## src/design/trdf_pkg.sv

```systemverilog
// Shared widths, types and limits of the trial-division factorizer.
package trdf_pkg;

    localparam int NUMBER_WIDTH  = 32;
    localparam int VALUE_WIDTH   = 31;
    localparam int FACTOR_WIDTH  = 31;
    localparam int DIV_WIDTH     = (VALUE_WIDTH + 1) / 2 + 1;
    localparam int SQ_WIDTH      = 2 * DIV_WIDTH;
    localparam int MAX_RESULTS   = 30;
    localparam int COUNT_WIDTH   = $clog2(MAX_RESULTS);
    localparam int STEP_WIDTH    = $clog2(VALUE_WIDTH + 1);

    typedef logic [VALUE_WIDTH-1:0] value_t;
    typedef logic [DIV_WIDTH-1:0]   divisor_t;

    // One classified request handed from the front to the back
    typedef struct packed {
        value_t value;
        logic   empty;
    } job_t;

    // One result on its way to the output queue
    typedef struct packed {
        logic [FACTOR_WIDTH-1:0] factor;
        logic                    last;
        logic                    empty_res;
    } res_t;

endpackage

```

## src/design/trdf_front.sv

```systemverilog
// Front end: accepts requests, classifies them and queues them for the back end.
module trdf_front (
    input  logic                              clk,
    input  logic                              rst_n,
    input  logic [trdf_pkg::NUMBER_WIDTH-1:0] number,
    input  logic                              push,
    output logic                              full,
    output trdf_pkg::job_t                    job,
    output logic                              job_valid,
    input  logic                              job_take
);
    import trdf_pkg::*;

    job_t       mem_reg [2];
    logic       wr_ptr_reg, wr_ptr_next;
    logic       rd_ptr_reg, rd_ptr_next;
    logic [1:0] cnt_reg, cnt_next;
    value_t     value_w;
    logic       empty_w;
    logic       do_push, do_pop;

    // Classification: negative, zero and one have no factors
    assign value_w = number[VALUE_WIDTH-1:0];
    assign empty_w = number[NUMBER_WIDTH-1] || (value_w <= value_t'(1));

    assign full      = (cnt_reg == 2'd2);
    assign job_valid = (cnt_reg != 2'd0);
    assign job       = mem_reg[rd_ptr_reg];
    assign do_push   = push && !full;
    assign do_pop    = job_take && job_valid;

    // Queue pointers
    always_comb
    begin
        wr_ptr_next = wr_ptr_reg ^ do_push;
        rd_ptr_next = rd_ptr_reg ^ do_pop;
        cnt_next    = cnt_reg + 2'(do_push) - 2'(do_pop);
    end

    always_ff @(posedge clk or negedge rst_n)
    begin
        if (!rst_n)
        begin
            wr_ptr_reg <= 1'b0;
            rd_ptr_reg <= 1'b0;
            cnt_reg    <= 2'd0;
        end
        else
        begin
            wr_ptr_reg <= wr_ptr_next;
            rd_ptr_reg <= rd_ptr_next;
            cnt_reg    <= cnt_next;
        end
    end

    // Queue storage
    always_ff @(posedge clk)
    begin
        if (do_push)
        begin
            mem_reg[wr_ptr_reg] <= '{value: value_w, empty: empty_w};
        end
    end

endmodule

```

## src/design/trdf_div.sv

```systemverilog
// Restoring divider, one quotient bit per cycle.
module trdf_div (
    input  logic               clk,
    input  logic               rst_n,
    input  logic               start,
    input  trdf_pkg::value_t   dividend,
    input  trdf_pkg::divisor_t divisor,
    output logic               busy,
    output logic               done,
    output trdf_pkg::value_t   quotient,
    output trdf_pkg::divisor_t remainder
);
    import trdf_pkg::*;

    value_t                quo_reg, quo_next;
    divisor_t              rem_reg, rem_next;
    divisor_t              dvs_reg, dvs_next;
    logic [STEP_WIDTH-1:0] step_reg, step_next;
    logic                  busy_reg, busy_next;
    logic                  done_reg, done_next;
    logic [DIV_WIDTH:0]    trial;
    logic                  ge;

    // One shift-subtract step
    assign trial = {rem_reg, quo_reg[VALUE_WIDTH-1]};
    assign ge    = (trial >= {1'b0, dvs_reg});

    always_comb
    begin
        quo_next  = quo_reg;
        rem_next  = rem_reg;
        dvs_next  = dvs_reg;
        step_next = step_reg;
        busy_next = busy_reg;
        done_next = 1'b0;
        if (start)
        begin
            quo_next  = dividend;
            rem_next  = '0;
            dvs_next  = divisor;
            step_next = STEP_WIDTH'(VALUE_WIDTH);
            busy_next = 1'b1;
        end
        else if (busy_reg)
        begin
            quo_next  = {quo_reg[VALUE_WIDTH-2:0], ge};
            rem_next  = ge ? DIV_WIDTH'(trial - {1'b0, dvs_reg}) : trial[DIV_WIDTH-1:0];
            step_next = step_reg - STEP_WIDTH'(1);
            if (step_reg == STEP_WIDTH'(1))
            begin
                busy_next = 1'b0;
                done_next = 1'b1;
            end
        end
    end

    always_ff @(posedge clk or negedge rst_n)
    begin
        if (!rst_n)
        begin
            busy_reg <= 1'b0;
            done_reg <= 1'b0;
            step_reg <= '0;
        end
        else
        begin
            busy_reg <= busy_next;
            done_reg <= done_next;
            step_reg <= step_next;
        end
    end

    always_ff @(posedge clk)
    begin
        quo_reg <= quo_next;
        rem_reg <= rem_next;
        dvs_reg <= dvs_next;
    end

    assign busy      = busy_reg;
    assign done      = done_reg;
    assign quotient  = quo_reg;
    assign remainder = rem_reg;

endmodule

```

## src/design/trdf_outq.sv

```systemverilog
// Two-entry result queue that drives the result ports.
module trdf_outq (
    input  logic                              clk,
    input  logic                              rst_n,
    input  trdf_pkg::res_t                    din,
    input  logic                              wr,
    output logic                              wr_full,
    input  logic                              pop,
    output logic                              empty,
    output logic [trdf_pkg::FACTOR_WIDTH-1:0] factor,
    output logic                              last,
    output logic                              empty_res
);
    import trdf_pkg::*;

    res_t       mem_reg [2];
    logic       wr_ptr_reg, rd_ptr_reg;
    logic [1:0] cnt_reg, cnt_next;
    logic       do_wr, do_rd;
    res_t       head;

    assign wr_full = (cnt_reg == 2'd2);
    assign empty   = (cnt_reg == 2'd0);
    assign do_wr   = wr && !wr_full;
    assign do_rd   = pop && !empty;
    assign head    = mem_reg[rd_ptr_reg];

    assign factor    = head.factor;
    assign last      = head.last;
    assign empty_res = head.empty_res;

    // Occupancy
    always_comb
    begin
        cnt_next = cnt_reg + 2'(do_wr) - 2'(do_rd);
    end

    always_ff @(posedge clk or negedge rst_n)
    begin
        if (!rst_n)
        begin
            wr_ptr_reg <= 1'b0;
            rd_ptr_reg <= 1'b0;
            cnt_reg    <= 2'd0;
        end
        else
        begin
            wr_ptr_reg <= wr_ptr_reg ^ do_wr;
            rd_ptr_reg <= rd_ptr_reg ^ do_rd;
            cnt_reg    <= cnt_next;
        end
    end

    always_ff @(posedge clk)
    begin
        if (do_wr)
        begin
            mem_reg[wr_ptr_reg] <= din;
        end
    end

endmodule

```

## src/design/trdf_back.sv

```systemverilog
// Back end: trial-division engine that turns a queued request into results.
module trdf_back (
    input  logic           clk,
    input  logic           rst_n,
    input  trdf_pkg::job_t job,
    input  logic           job_valid,
    output logic           job_take,
    output trdf_pkg::res_t res,
    output logic           res_push,
    input  logic           res_full
);
    import trdf_pkg::*;

    typedef enum logic [6:0] {
        S_IDLE  = 7'b0000001,
        S_SQ    = 7'b0000010,
        S_CMP   = 7'b0000100,
        S_DIV   = 7'b0001000,
        S_FOUND = 7'b0010000,
        S_FLUSH = 7'b0100000,
        S_FIN   = 7'b1000000
    } state_t;

    state_t                 state_reg, state_next;
    value_t                 v_reg, v_next;
    divisor_t               d_reg, d_next;
    logic [SQ_WIDTH-1:0]    sq_reg, sq_next;
    value_t                 pend_reg, pend_next;
    logic                   have_pend_reg, have_pend_next;
    logic [COUNT_WIDTH-1:0] count_reg, count_next;
    logic                   flush_last_reg, flush_last_next;
    value_t                 fin_factor_reg, fin_factor_next;
    logic                   fin_empty_reg, fin_empty_next;

    logic     div_start, div_busy, div_done;
    value_t   div_dividend, div_quo;
    divisor_t div_rem;

    trdf_div u_div (
        .clk       (clk),
        .rst_n     (rst_n),
        .start     (div_start),
        .dividend  (div_dividend),
        .divisor   (d_reg),
        .busy      (div_busy),
        .done      (div_done),
        .quotient  (div_quo),
        .remainder (div_rem)
    );

    // Sequencer
    always_comb
    begin
        state_next      = state_reg;
        v_next          = v_reg;
        d_next          = d_reg;
        sq_next         = sq_reg;
        pend_next       = pend_reg;
        have_pend_next  = have_pend_reg;
        count_next      = count_reg;
        flush_last_next = flush_last_reg;
        fin_factor_next = fin_factor_reg;
        fin_empty_next  = fin_empty_reg;
        job_take        = 1'b0;
        res_push        = 1'b0;
        res             = '0;
        div_start       = 1'b0;
        div_dividend    = v_reg;
        unique case (state_reg)
            S_IDLE:
            begin
                if (job_valid)
                begin
                    job_take = 1'b1;
                    if (job.empty)
                    begin
                        fin_factor_next = '0;
                        fin_empty_next  = 1'b1;
                        state_next      = S_FIN;
                    end
                    else
                    begin
                        v_next         = job.value;
                        d_next         = DIV_WIDTH'(2);
                        have_pend_next = 1'b0;
                        count_next     = '0;
                        state_next     = S_SQ;
                    end
                end
            end
            S_SQ:
            begin
                sq_next    = SQ_WIDTH'(d_reg) * SQ_WIDTH'(d_reg);
                state_next = S_CMP;
            end
            S_CMP:
            begin
                if (sq_reg <= SQ_WIDTH'(v_reg))
                begin
                    div_start  = 1'b1;
                    state_next = S_DIV;
                end
                else if (v_reg > value_t'(1))
                begin
                    // Remainder above one is the final prime
                    fin_factor_next = v_reg;
                    fin_empty_next  = 1'b0;
                    flush_last_next = 1'b0;
                    state_next      = S_FLUSH;
                end
                else
                begin
                    // Last divisor brought the value to one
                    flush_last_next = 1'b1;
                    state_next      = S_FLUSH;
                end
            end
            S_DIV:
            begin
                if (div_done)
                begin
                    if (div_rem == '0)
                    begin
                        if (count_reg >= COUNT_WIDTH'(MAX_RESULTS - 1))
                        begin
                            // Result limit: this factor closes the list
                            fin_factor_next = VALUE_WIDTH'(d_reg);
                            fin_empty_next  = 1'b0;
                            flush_last_next = 1'b0;
                            state_next      = S_FLUSH;
                        end
                        else
                        begin
                            state_next = S_FOUND;
                        end
                    end
                    else
                    begin
                        d_next     = d_reg + DIV_WIDTH'(1);
                        state_next = S_SQ;
                    end
                end
            end
            S_FOUND:
            begin
                if (!have_pend_reg || !res_full)
                begin
                    res_push       = have_pend_reg;
                    res            = '{factor: FACTOR_WIDTH'(pend_reg), last: 1'b0,
                                       empty_res: 1'b0};
                    pend_next      = VALUE_WIDTH'(d_reg);
                    have_pend_next = 1'b1;
                    count_next     = count_reg + COUNT_WIDTH'(1);
                    v_next         = div_quo;
                    div_dividend   = div_quo;
                    div_start      = 1'b1;
                    state_next     = S_DIV;
                end
            end
            S_FLUSH:
            begin
                if (!have_pend_reg || !res_full)
                begin
                    res_push   = have_pend_reg;
                    res        = '{factor: FACTOR_WIDTH'(pend_reg), last: flush_last_reg,
                                   empty_res: 1'b0};
                    state_next = flush_last_reg ? S_IDLE : S_FIN;
                end
            end
            S_FIN:
            begin
                if (!res_full)
                begin
                    res_push   = 1'b1;
                    res        = '{factor: FACTOR_WIDTH'(fin_factor_reg), last: 1'b1,
                                   empty_res: fin_empty_reg};
                    state_next = S_IDLE;
                end
            end
            default:
            begin
                state_next = S_IDLE;
            end
        endcase
    end

    always_ff @(posedge clk or negedge rst_n)
    begin
        if (!rst_n)
        begin
            state_reg     <= S_IDLE;
            have_pend_reg <= 1'b0;
            count_reg     <= '0;
        end
        else
        begin
            state_reg     <= state_next;
            have_pend_reg <= have_pend_next;
            count_reg     <= count_next;
        end
    end

    always_ff @(posedge clk)
    begin
        v_reg          <= v_next;
        d_reg          <= d_next;
        sq_reg         <= sq_next;
        pend_reg       <= pend_next;
        flush_last_reg <= flush_last_next;
        fin_factor_reg <= fin_factor_next;
        fin_empty_reg  <= fin_empty_next;
    end

`ifndef SYNTH
    a_push_space: assert property (@(posedge clk) disable iff (!rst_n)
        res_push |-> !res_full)
        else $error("result written into a full queue");

    a_div_idle: assert property (@(posedge clk) disable iff (!rst_n)
        div_start |-> !div_busy)
        else $error("divider restarted while busy");

    a_close_pend: assert property (@(posedge clk) disable iff (!rst_n)
        (state_reg == S_FLUSH && flush_last_reg) |-> have_pend_reg)
        else $error("closing a list with no held factor");

    a_found_count: assert property (@(posedge clk) disable iff (!rst_n)
        (state_reg == S_FOUND) |-> (count_reg < COUNT_WIDTH'(MAX_RESULTS - 1)))
        else $error("factor count past the result limit");
`endif

endmodule

```

## src/design/trial_division_factorizer.sv

```systemverilog
// Top level of the trial-division prime factorizer.
// Each request carries a signed 32-bit number; the block returns its prime factors in
// nondecreasing order, one result per factor, with last set on the final one. Zero, one
// and negative numbers give a single result with factor 0, last 1 and empty_res 1.
// The front end queues up to two classified requests; the back end tries divisors from
// 2 upward with a bit-serial divider, squaring and comparing each divisor before the
// divide and result handoff. A 31-bit prime needs about 46341 divisors tried. Results
// wait in a two-entry queue, so the engine keeps working while the consumer stalls,
// until that queue is full and a factor is waiting to be written.
module trial_division_factorizer (
    input  logic                              clk,
    input  logic                              rst_n,
    input  logic [trdf_pkg::NUMBER_WIDTH-1:0] number,
    input  logic                              push,
    output logic                              full,
    output logic [trdf_pkg::FACTOR_WIDTH-1:0] factor,
    output logic                              last,
    output logic                              empty_res,
    output logic                              empty,
    input  logic                              pop
);
    import trdf_pkg::*;

    job_t job;
    logic job_valid, job_take;
    res_t res;
    logic res_push, res_full;

    trdf_front u_front (
        .clk       (clk),
        .rst_n     (rst_n),
        .number    (number),
        .push      (push),
        .full      (full),
        .job       (job),
        .job_valid (job_valid),
        .job_take  (job_take)
    );

    trdf_back u_back (
        .clk       (clk),
        .rst_n     (rst_n),
        .job       (job),
        .job_valid (job_valid),
        .job_take  (job_take),
        .res       (res),
        .res_push  (res_push),
        .res_full  (res_full)
    );

    trdf_outq u_outq (
        .clk       (clk),
        .rst_n     (rst_n),
        .din       (res),
        .wr        (res_push),
        .wr_full   (res_full),
        .pop       (pop),
        .empty     (empty),
        .factor    (factor),
        .last      (last),
        .empty_res (empty_res)
    );

endmodule
```

## config.mk

```make
export PLATFORM = sky130hd
export DESIGN_NAME = trial_division_factorizer
export DESIGN_NICKNAME = d
export VERILOG_FILES = /design/src/design/trdf_pkg.sv /design/src/design/trdf_front.sv /design/src/design/trdf_div.sv /design/src/design/trdf_outq.sv /design/src/design/trdf_back.sv /design/src/design/trial_division_factorizer.sv
export SDC_FILE = /design/constraint.sdc
export NUM_CORES = 1
export LEC_CHECK = 0
export BUFFER_PORTS_ARGS = -buffer_cell sky130_fd_sc_hd__clkbuf_2
export CORE_MARGIN = 2
export CORE_UTILIZATION = 58
export DETAILED_ROUTE_END_ITERATION = 10
export PLACE_DENSITY = 0.76
export SLEW_MARGIN = 20
export SYNTH_ARGS = -nofsm -noshare
export SYNTH_HDL_FRONTEND = slang
export SYNTH_SLANG_ARGS = --single-unit
export TNS_END_PERCENT = 10
```

## constraint.sdc

```tcl
create_clock -name clk -period 6 [get_ports clk]
set_input_delay 1.2 -clock clk [delete_from_list [all_inputs] [get_ports clk]]
set_output_delay 1.2 -clock clk [all_outputs]
set_load 0.02 [all_outputs]
```

==> out/metrics.csv, run 1 <==
metric,value,unit
viasPerCell,5.70,
required,6290,ps
syn-cell-area,24700,um^2
cp_common_cell,fa_1,
routed_wl,56700,um
fp.coreArea,41900,um^2
ys_ff_latch,354,
synth.avg_cell_area,11.2,um^2
relSlewSlack,26.9,%
synthesis.nets,2600,
pin_count,71,
h-tree-depth,2,
layout_commonest_cell,inv_1,
yosys.cell_types.count,76,
path_cells,buf_4 -> buf_6 -> and2_1 -> fa_2 -> fa_1 -> fa_1 -> inv_1 -> fa_1 -> inv_1 -> fa_1 -> inv_1 -> fa_1 -> inv_1 -> ha_4 -> o21ai_0 -> o21ai_1 -> o211ai_1 -> a211oi_2 -> buf_4 -> nor3_4 -> o31ai_2 -> o22ai_1 -> xnor2_1,
slowest_stage,fa_1,
fin_ws,-32.4,ps
clkLatencyLatePin,540,ps
place_area,26400,um^2
ys_seq_area_share,41.8,%
grt_pass1_vias,17692,
synth_flop_cell,edfxtp_1,
gr-total-overflow,0,
dr.first_iter.drc_count,1380,
globalplace.congestion,0.928,
cts_tree,done,
diodes,0,
cts_buffers,38,
finalSetupTns,-70.2,ps
muxShareOfSynthArea,5.85,%
r2r-start,u_back.d_reg[6]$_SDFFCE_PN0P_,
io_buffers,70,
finalSetupViolations,3,
worst_slew_pin_slew,1100,ps
instances_no_fill,2957,
rrSetupSlack,-30,ps
cts_buffer_depth,3,
fin_worst_skew,21.1,ps
endpoint_kind,register,
synth_cells,2201,
final_hold_viol_count,0,
dieArea,44200,um^2
grt_max_degree,79,
ant_nets,0,
wire_per_inst,19.2,um
synth_edf_count,309,
gr-usage-all-layers,26.5,%
cp-start-kind,register,
fin_nets,2787,
layout_common_cells,"inv_1 (329), edfxtp_1 (309), nand2_1 (202)",
grt_setup_unrepaired,true,
synthSimpleGateAreaFrac,11.0,%
synthXorXnorAreaFrac,2.49,%
slowest_delay,540,ps
die_h,210,um
period_minus_slack,6030,ps
fillers,3041,
cp.arrival,6320,ps
endpoint,u_back.sq_reg[30]$_DFFE_PP_,
status,"finished, violations left",
hold_class,reg -> reg,
synthAdderAreaFrac,24.3,%
crit_start,u_back.d_reg[6]$_SDFFCE_PN0P_,
finalMaxSlewViolations,0,
clock-root-buffer,clkbuf_16,
synth-compound-area-share,7.76,%
dp_slack,-211,ps
cts_hold_buf,0,
first_pass_iters,5,
layout-drive-gt1-share,18.7,%
critPathKind,reg -> reg,
antenna_found_initial,1,
clkTransAtPathRegs,60,ps
vias,16841,
rr_worst_depth,23,
fin_area,28200,um^2
hpwl,42300,um
grt_pass1_wl,91700,um
drv_cap,0,
rows,75,
fmax,166,MHz
r2r_end,u_back.sq_reg[30]$_DFFE_PP_,
area_delta_synth_final,14.5,%
async_flop_share,7.91,%
route.detailed.drc,0,
cp_max_fo,13,
dp.cells,2858,
clkSinkCount,354,
start_util,58.8,%
violations,negative setup slack,
die_width,210,um
largest_register_ffs,66,
fin_crit_sh,101,%
synth_top_family_by_area,adder cells,
ys_warn_count,0,
[layout make-up]
| cell class | count | area [um^2] | share of cell area (%) |
|---|---|---|---|
| clock buffer | 49 | 1040 | 3.70 |
| clock inverter | 21 | 203 | 0.718 |
| inverter | 335 | 1260 | 4.46 |
| multi-input combinational | 1422 | 13000 | 46.2 |
| sequential | 354 | 10300 | 36.6 |
| tap | 539 | 674 | 2.39 |
| timing repair buffer | 237 | 1690 | 5.98 |
[how the worst min path moves through the flow]
stage	start	end	slack [ps]	depth (start not counted)
floorplan	u_back.d_reg[11]$_SDFFCE_PN0P_	u_back.pend_reg[11]$_DFFE_PP_	440	0
global placement	u_outq.cnt_reg[1]$_DFF_PN0_	u_outq.cnt_reg[1]$_DFF_PN0_	480	1
detailed placement	u_outq.cnt_reg[1]$_DFF_PN0_	u_outq.cnt_reg[1]$_DFF_PN0_	480	1
CTS	u_outq.cnt_reg[1]$_DFF_PN0_	u_outq.cnt_reg[1]$_DFF_PN0_	500	1
global route	u_outq.cnt_reg[1]$_DFF_PN0_	u_outq.cnt_reg[1]$_DFF_PN0_	520	1
finish	u_outq.cnt_reg[1]$_DFF_PN0_	u_outq.cnt_reg[1]$_DFF_PN0_	500	1
[per-layer routing]
| layer | track usage, % | wire [um] |
|---|---|---|
| met2 | 44.6 | 27700 |
| met3 | 4.38 | 3780 |
| met1 | 34.9 | 23300 |
| met5 | 0 | 0 |
| met4 | 9.44 | 1960 |
[through the flow]
| step | hold WS, ps | utilization, % |
|---|---|---|
| final | 497 | 67.3 |
| after floorplan | 443 | - |
| after detailed placement | 484 | 62.9 |
| after global routing | 520 | 67.3 |
| after global placement | 476 | 62.9 |
| after CTS | 499 | 66.6 |
[critical path, delay by kind of cell, from the launching register on]
kind / cells / cell delay, ps
buf+inv: 7 / 730
simple gates: 2 / 260
xor+xnor: 1 / 130
flops: 1 / 460
fa+ha+maj: 7 / 3120
compound gates: 6 / 1070
[synthesized netlist by cell type (29+ instances only)]
| library cell | count | area share [%] |
|---|---|---|
| mux2i_1 | 70 | 2.8 |
| clkbuf_1 | 76 | 1.2 |
| edfxtp_1 | 309 | 38 |
| inv_1 | 332 | 5.1 |
| nand2_1 | 215 | 3.3 |
| o21ai_0 | 85 | 1.7 |
| a22o_1 | 29 | 1.0 |
| fa_1 | 193 | 16 |
| and2_1 | 85 | 2.2 |
| nor2_1 | 94 | 1.4 |
| mux2_2 | 66 | 3.0 |
| a21oi_1 | 52 | 1.1 |
| xnor2_1 | 51 | 1.8 |
| ha_1 | 170 | 8.6 |
[what timing repair did]
| item | in CTS | in global routing |
|---|---|---|
| resized for setup | 39 | 48 |
| pin swaps | 26 | 45 |
| endpoints found under the setup margin | 13 | 15 |
| buffers inserted | 19 | 10 |
[logic make-up after synthesis]
family / count (synthesis)
AO/OA/AOI/OAI: 299
flip-flops: 354
AND/OR/NAND/NOR: 554
buffers and inverters: 425
adder cells (fa/ha/maj): 363
XOR/XNOR: 70
multiplexers: 136
Power of run 1 is left out: the tool's default activity adds up to more than one toggle a clock period on the data nets, which glitch-free logic cannot reach.
==> inputs of run 2 (changes only) <==
--- a/config.mk
+++ b/config.mk
@@ -5,11 +5,13 @@
 export SDC_FILE = /design/constraint.sdc
 export NUM_CORES = 1
 export LEC_CHECK = 0
+export ABC_AREA = 1
 export BUFFER_PORTS_ARGS = -buffer_cell sky130_fd_sc_hd__clkbuf_2
 export CORE_MARGIN = 2
 export CORE_UTILIZATION = 58
 export DETAILED_ROUTE_END_ITERATION = 10
 export PLACE_DENSITY = 0.76
+export SETUP_SLACK_MARGIN = 0.15
 export SLEW_MARGIN = 20
 export SYNTH_ARGS = -nofsm -noshare
 export SYNTH_HDL_FRONTEND = slang
==> run 2 against run 1 <==
Against the previous run:
- the flow now finishes without violations
- die area is 2.9% higher
- maximum frequency is 5.9% higher
- sequential share of layout area hardly changed
- utilization is 2.0 points lower
- critical path depth is 2 lower
- synthesized area is 3.0% higher
- synthesized cell count is 25% higher
- critical endpoint is now u_back.sq_reg[31]$_DFFE_PP_
- highest routed layer is now met5
==> out/metrics.csv, run 2 <==
metric,value,unit,change
status,"complete, no violations",,"was finished, violations left"
slowest_delay,550,ps,was 540 ps
gr-total-overflow,0,,unchanged
cp.depth,21,,was 23
synthAdderAreaFrac,23.6,%,was 24.3%
gr-usage-all-layers,28.9,%,was 26.5%
async_flop_share,7.91,%,unchanged
final_hold_viol_count,0,,unchanged
cp_max_fo,6,,was 13
synthesis.nets,3158,,was 2600
clkTransAtPathRegs,70,ps,was 60 ps
gr-usage-met1,38.3,%,was 34.9%
layout_common_cells,"nand2_1 (674), inv_1 (554), edfxtp_1 (309)",,"was inv_1 (329), edfxtp_1 (309), nand2_1 (202)"
ys_seq_area_share,40.6,%,was 41.8%
fp.coreArea,43200,um^2,was 41900 um^2
cp.arrival,5990,ps,was 6320 ps
instances_no_fill,3475,,was 2957
first_pass_iters,6,,was 5
path_buf_inv,6,,was 7
largest_register_ffs,66,,unchanged
synth_top_area_share,36.5,%,was 37.6%
gr-usage-met3,4.94,%,was 4.38%
synth_cells,2759,,was 2201
cts_hold_buf,0,,unchanged
cts_tree,done,,unchanged
hold_class,reg -> reg,,unchanged
synth_flop_cell,edfxtp_1,,unchanged
rows,76,,was 75
relSlewSlack,29.9,%,was 26.9%
synth.avg_cell_area,9.21,um^2,was 11.2 um^2
grt_pass1_vias,19314,,was 17692
ant_nets,0,,unchanged
syn-cell-area,25400,um^2,was 24700 um^2
finalSetupViolations,0,,was 3
critPathKind,reg -> reg,,unchanged
finalMaxSlewViolations,0,,unchanged
period_minus_slack,5690,ps,was 6030 ps
slowest_stage,edfxtp_1,,was fa_1
synthXorXnorAreaFrac,1.90,%,was 2.49%
synth-compound-area-share,5.81,%,was 7.76%
layout_commonest_cell,nand2_1,,was inv_1
yosys.cell_types.count,50,,was 76
grt_max_degree,79,,unchanged
io_buffers,70,,unchanged
grt_use_met2,47.9,%,was 44.6%
h-tree-depth,2,,unchanged
cp_common_cell,fa_1,,unchanged
muxShareOfSynthArea,0.0394,%,was 5.85%
clkSinkCount,354,,unchanged
path_delay_family,adder cells,,unchanged
wire_per_inst,18.4,um,was 19.2 um
cts_buffers,39,,was 38
whs,541,ps,was 497 ps
clkLatencyLatePin,570,ps,was 540 ps
route.detailed.drc,0,,unchanged
grt_setup_unrepaired,true,,unchanged
antenna_found_initial,3,,was 1
synth_commonest_cells,"nand2_1 (687), inv_1 (554), edfxtp_1 (309), fa_1 (193), ha_1 (170)",,"was inv_1 (332), edfxtp_1 (309), nand2_1 (215), fa_1 (193), ha_1 (170)"
synth_edf_count,309,,unchanged
viasPerCell,5.55,,was 5.70
worst_slew_pin_slew,1050,ps,was 1100 ps
fin_worst_skew,23.0,ps,was 21.1 ps
routed_wl,64000,um,was 56700 um
hpwl,47000,um,was 42300 um
top_usage_layer,met2,,unchanged
die_h,213,um,was 210 um
area_delta_synth_final,11.0,%,was 14.5%
ys_ff_latch,354,,unchanged
cts_buffer_depth,3,,unchanged
cp-start-kind,register,,unchanged
fin_nets,3256,,was 2787
pin_count,71,,unchanged
ys_warn_count,0,,unchanged
globalplace.congestion,0.942,,was 0.928
die_width,213,um,was 210 um
fmax,176,MHz,was 166 MHz
dr.first_iter.drc_count,1869,,was 1380
fin_crit_sh,94.9,%,was 101%
layout-drive-gt1-share,11.0,%,was 18.7%
grt_pass1_wl,101000,um,was 91700 um
netlist.top_cell.by_area,edfxtp_1,,unchanged
yosys-top-cells-area,"edfxtp_1 (37%), fa_1 (15%), nand2_1 (10%), ha_1 (8.4%), inv_1 (8.2%)",,"was edfxtp_1 (38%), fa_1 (16%), ha_1 (8.6%), inv_1 (5.1%), nand2_1 (3.3%)"
clock-root-buffer,clkbuf_16,,unchanged
hold_depth,2,,was 1
synth_top_family_by_area,adder cells,,unchanged
start_util,58.8,%,about the same
synth_most_common_cell,nand2_1,,was inv_1
dieArea,45500,um^2,was 44200 um^2
required,6300,ps,was 6290 ps
rr_worst_depth,21,,was 23
path_cells,buf_4 -> nand2_1 -> inv_1 -> fa_1 -> inv_1 -> fa_1 -> fa_1 -> inv_1 -> fa_1 -> fa_1 -> inv_1 -> fa_1 -> inv_1 -> ha_4 -> a21oi_2 -> a21boi_1 -> nand2_1 -> nand2_1 -> nand3_2 -> a21oi_1 -> xor2_1,,was buf_4 -> buf_6 -> and2_1 -> fa_2 -> fa_1 -> fa_1 -> inv_1 -> fa_1 -> inv_1 -> fa_1 -> inv_1 -> fa_1 -> inv_1 -> ha_4 -> o21ai_0 -> o21ai_1 -> o211ai_1 -> a211oi_2 -> buf_4 -> nor3_4 -> o31ai_2 -> o22ai_1 -> xnor2_1
vias,19271,,was 16841
synthSimpleGateAreaFrac,17.9,%,was 11.0%
drv_cap,0,,unchanged
endpoint_kind,register,,unchanged
dp.cells,3368,,was 2858
run 2: cell types whose count changed after synthesis, moves of 22 or more:
cell	delta
nor2_1	+37
a22o_1	-29
o221ai_1	+30
and2_1	-83
o21ai_1	-27
o21ai_0	+22
mux2i_1	-69
mux2_2	-66
nand2_1	+472
nand3_1	+111
inv_1	+222
xnor2_1	-26
run 2: area by class of cell:
cell class	count	area, um^2
fill	3463	15000
multi-input combinational	1743	12800
sequential	354	10300
inverter	564	2120
timing repair buffer	155	1020
clock buffer	44	1020
tap	585	732
clock inverter	28	238
antenna	2	5.00
run 2: kinds of logic (layout without fill, tap and decap cells):
kind of cell,Yosys count,in the layout
flops,354,354
mux,1,1
other cells,0,2
fa+ha+maj,363,363
compound gates,253,253
simple gates,1071,1071
buf+inv,662,791
xor+xnor,55,55
run 2: stage by stage:
stage / TNS [ps] / utilization [%] / area (um^2) / setup slack, ps
after global placement: -6.19 / 61.2 / 26400 / -6.19
after detailed placement: -1.72 / 61.2 / 26400 / -1.72
after floorplan: 0 / - / 25400 / 182
after global routing: 0 / 65.3 / 28200 / 95.1
final: 0 / 65.3 / 28200 / 305
after CTS: 0 / 64.4 / 27800 / 154
run 2: layer usage:
metal	vias to the layer above	wire (um)
li1	8999	-
met1	9284	26200
met2	837	30400
met3	147	5250
met4	4	2100
met5	-	27
run 2: what timing repair did:
| action | in CTS | in global routing |
|---|---|---|
| resized for setup | 3 | 63 |
| pin swaps | 0 | 21 |
| endpoints found under the setup margin | 10 | 21 |
| setup buffers | 14 | 19 |
run 2: final timing paths:
check / from / to / slack (ps)
min in group asynchronous: rst_n / u_outq.cnt_reg[0]$_DFF_PN0_ / 710
max reg2reg: u_back.d_reg[5]$_SDFFCE_PN0P_ / u_back.sq_reg[31]$_DFFE_PP_ / 310
min: u_back.u_div.step_reg[3]$_DFFE_PN0P_ / u_back.u_div.step_reg[3]$_DFFE_PN0P_ / 540
max in group asynchronous: rst_n / u_front.wr_ptr_reg$_DFF_PN0_ / 4790
max: u_back.d_reg[5]$_SDFFCE_PN0P_ / u_back.sq_reg[31]$_DFFE_PP_ / 310
min reg2reg: u_back.u_div.step_reg[3]$_DFFE_PN0P_ / u_back.u_div.step_reg[3]$_DFFE_PN0P_ / 540
run 2: worst register-to-register path, cell delays in order (launching register included):
cell	delay, ps
edfxtp_1	550
buf_4	210
nand2_1	50
inv_1	70
fa_1	500
inv_1	50
fa_1	470
fa_1	520
inv_1	50
fa_1	470
fa_1	550
inv_1	60
fa_1	530
inv_1	70
ha_4	270
a21oi_2	220
a21boi_1	250
nand2_1	100
nand2_1	100
nand3_2	100
a21oi_1	170
xor2_1	80
Power of run 2 is left out for the same reason.
==> inputs of run 3 (changes only) <==
--- a/config.mk
+++ b/config.mk
@@ -7,10 +7,11 @@
 export LEC_CHECK = 0
 export ABC_AREA = 1
 export BUFFER_PORTS_ARGS = -buffer_cell sky130_fd_sc_hd__clkbuf_2
+export CORE_ASPECT_RATIO = 1.75
 export CORE_MARGIN = 2
-export CORE_UTILIZATION = 58
+export CORE_UTILIZATION = 60
 export DETAILED_ROUTE_END_ITERATION = 10
-export PLACE_DENSITY = 0.76
+export PLACE_DENSITY = 0.75
 export SETUP_SLACK_MARGIN = 0.15
 export SLEW_MARGIN = 20
 export SYNTH_ARGS = -nofsm -noshare
==> constraint.sdc (replaced) <==
create_clock -name clk -period 7.3 [get_ports clk]
set_input_delay 1.46 -clock clk [delete_from_list [all_inputs] [get_ports clk]]
set_output_delay 1.46 -clock clk [all_outputs]
set_load 0.02 [all_outputs]
==> run 3 against run 2 <==
Against the previous run:
- wire length is 2.4% lower
- sequential share of layout area rose by 1.2 points
- cell count decreased by 2.9%
- maximum frequency down 15%
- critical endpoint unchanged
==> out/metrics.csv, run 3 (synthesized netlist as in run 2, its figures left out) <==
metric,value,unit,change
route.detailed.drc,0,,unchanged
rows,99,,was 76
grt_pass1_vias,20103,,was 19314
diodes,0,,was 2
cts_hold_buf,0,,unchanged
vias,18819,,was 19271
layout_common_cells,"nand2_1 (685), inv_1 (554), edfxtp_1 (309)",,"was nand2_1 (674), inv_1 (554), edfxtp_1 (309)"
area_delta_synth_final,7.44,%,was 11.0%
hold_depth,2,,unchanged
cts_buffer_depth,3,,unchanged
cts_buffers,31,,was 39
r2r_end,u_back.sq_reg[31]$_DFFE_PP_,,unchanged
routed_wl,62400,um,was 64000 um
clkTransAtPathRegs,70,ps,about the same
antenna_found_initial,0,,was 3
cp-start-kind,register,,unchanged
fin_worst_skew,18.2,ps,was 23.0 ps
globalplace.congestion,0.939,,was 0.942
fin_crit_sh,91.8,%,was 94.9%
ant_nets,0,,unchanged
worst_slew_pin_slew,1070,ps,was 1050 ps
gr-usage-all-layers,29.4,%,was 28.9%
crit_start,u_back.d_reg[8]$_SDFFCE_PN0P_,,was u_back.d_reg[5]$_SDFFCE_PN0P_
finalSetupTns,0,ps,unchanged
cp.arrival,7040,ps,was 5990 ps
required,7630,ps,was 6300 ps
status,"complete, no violations",,unchanged
fp.coreArea,41700,um^2,was 43200 um^2
hpwl,48100,um,was 47000 um
clkSinkCount,354,,unchanged
period_minus_slack,6700,ps,was 5690 ps
dr.first_iter.drc_count,1452,,was 1869
die_h,276,um,was 213 um
cts_tree,done,,unchanged
die_width,160,um,was 213 um
relSlewSlack,28.8,%,was 29.9%
grt_setup_unrepaired,false,,was true
clock-root-buffer,clkbuf_16,,unchanged
r2r-start,u_back.d_reg[8]$_SDFFCE_PN0P_,,was u_back.d_reg[5]$_SDFFCE_PN0P_
clkLatencyLatePin,600,ps,was 570 ps
viasPerCell,5.58,,was 5.55
drv_cap,0,,unchanged
start_util,60.8,%,was 58.8%
h-tree-depth,1,,was 2
layout_commonest_cell,nand2_1,,unchanged
fmax,149,MHz,was 176 MHz
final_hold_viol_count,0,,unchanged
grt_max_degree,80,,was 79
wire_per_inst,18.5,um,was 18.4 um
pin_count,71,,unchanged
first_pass_iters,5,,was 6
dieArea,44100,um^2,was 45500 um^2
fin_nets,3193,,was 3256
critPathKind,reg -> reg,,unchanged
io_buffers,70,,unchanged
cts_setup_buffers,0,,was 14
endpoint,u_back.sq_reg[31]$_DFFE_PP_,,unchanged
rr_worst_depth,17,,was 21
grt_pass1_wl,103000,um,was 101000 um
endpoint_kind,register,,unchanged
post_cts_resized,0,,was 3
cp_max_fo,20,,was 6
layout-drive-gt1-share,7.38,%,was 11.0%
gr-total-overflow,0,,unchanged
finalSetupViolations,0,,unchanged
hold_class,reg -> reg,,unchanged
fillers,3382,,was 3463
finalMaxSlewViolations,0,,unchanged
largest_register_ffs,66,,unchanged
rrSetupSlack,600,ps,was 310 ps
-- run 3: cell count changes in the layout (fill, tap and decap cells not counted), moves of 6 or more --
cell       delta
a21oi_1      +10
clkbuf_8      +8
a21oi_2      -10
nor2_1        +7
ha_2          -6
buf_6         -6
clkbuf_16     -9
nor2_2        -6
nand2_2      -10
clkinv_1     -10
nand2_1      +11
ha_1         +10
buf_4        -47
-- run 3: metal layers --
| metal | GRT usage, % | up-vias | wire length [um] |
|---|---|---|---|
| li1 | - | 8850 | - |
| met1 | 32.2 | 9055 | 21800 |
| met2 | 54.1 | 693 | 33200 |
| met3 | 2.76 | 221 | 3120 |
| met4 | 18.5 | 0 | 4350 |
| met5 | 0 | - | 0 |
-- run 3: how the worst min path moves through the flow --
| stage | start | endpoint | slack [ps] |
|---|---|---|---|
| 2_1_floorplan | u_back.d_reg[3]$_SDFFCE_PN0P_ | u_back.pend_reg[3]$_DFFE_PP_ | 440 |
| 3_3_place_gp | u_back.u_div.step_reg[3]$_DFFE_PN0P_ | u_back.u_div.step_reg[3]$_DFFE_PN0P_ | 510 |
| 3_5_place_dp | u_back.u_div.step_reg[2]$_DFFE_PN0P_ | u_back.u_div.step_reg[2]$_DFFE_PN0P_ | 530 |
| 4_1_cts | u_back.u_div.step_reg[1]$_DFFE_PN0P_ | u_back.u_div.step_reg[1]$_DFFE_PN0P_ | 550 |
| 5_1_grt | u_back.u_div.step_reg[3]$_DFFE_PN0P_ | u_back.u_div.step_reg[3]$_DFFE_PN0P_ | 560 |
| 6_report | u_back.have_pend_reg$_DFFE_PN0P_ | u_back.have_pend_reg$_DFFE_PN0P_ | 550 |
-- run 3: critical path, cell delays in order, from the launching register on --
cell and delay, ps:
edfxtp_1 940, inv_1 400, fa_1 620, inv_1 50, fa_1 590, fa_1 470
fa_1 540, fa_1 550, inv_1 60, fa_1 580, inv_1 60, ha_1 390
a21oi_1 400, o21ai_0 190, a21oi_1 160, nand3_1 170, a21oi_1 200, xor2_1 80
-- run 3: final cells by class --
cell class | count | area [um^2] | share of cell area (%)
multi-input cells | 1743 | 12500 | 45.9
flip-flops and latches | 354 | 10300 | 37.8
inverters | 564 | 2120 | 7.76
clock buffers | 46 | 912 | 3.34
well taps | 555 | 694 | 2.54
repair buffers | 100 | 576 | 2.11
clock inverters | 12 | 134 | 0.491
-- run 3: metrics by stage --
| step | area, um^2 | cells | setup slack [ps] | utilization [%] | hold slack (ps) |
|---|---|---|---|---|---|
| 6_report | 27300 | 3374 | 600 | 65.4 | 549 |
| 5_1_grt | 27300 | 3374 | 537 | 65.4 | 560 |
| 4_1_cts | 27300 | 3374 | 792 | 65.4 | 547 |
| 3_5_place_dp | 26200 | 3316 | 785 | 62.9 | 529 |
| 3_3_place_gp | 26200 | 3316 | 825 | 62.9 | 507 |
| 2_1_floorplan | 25400 | 2759 | 1320 | - | 439 |
Power of run 3 is left out for the same reason.
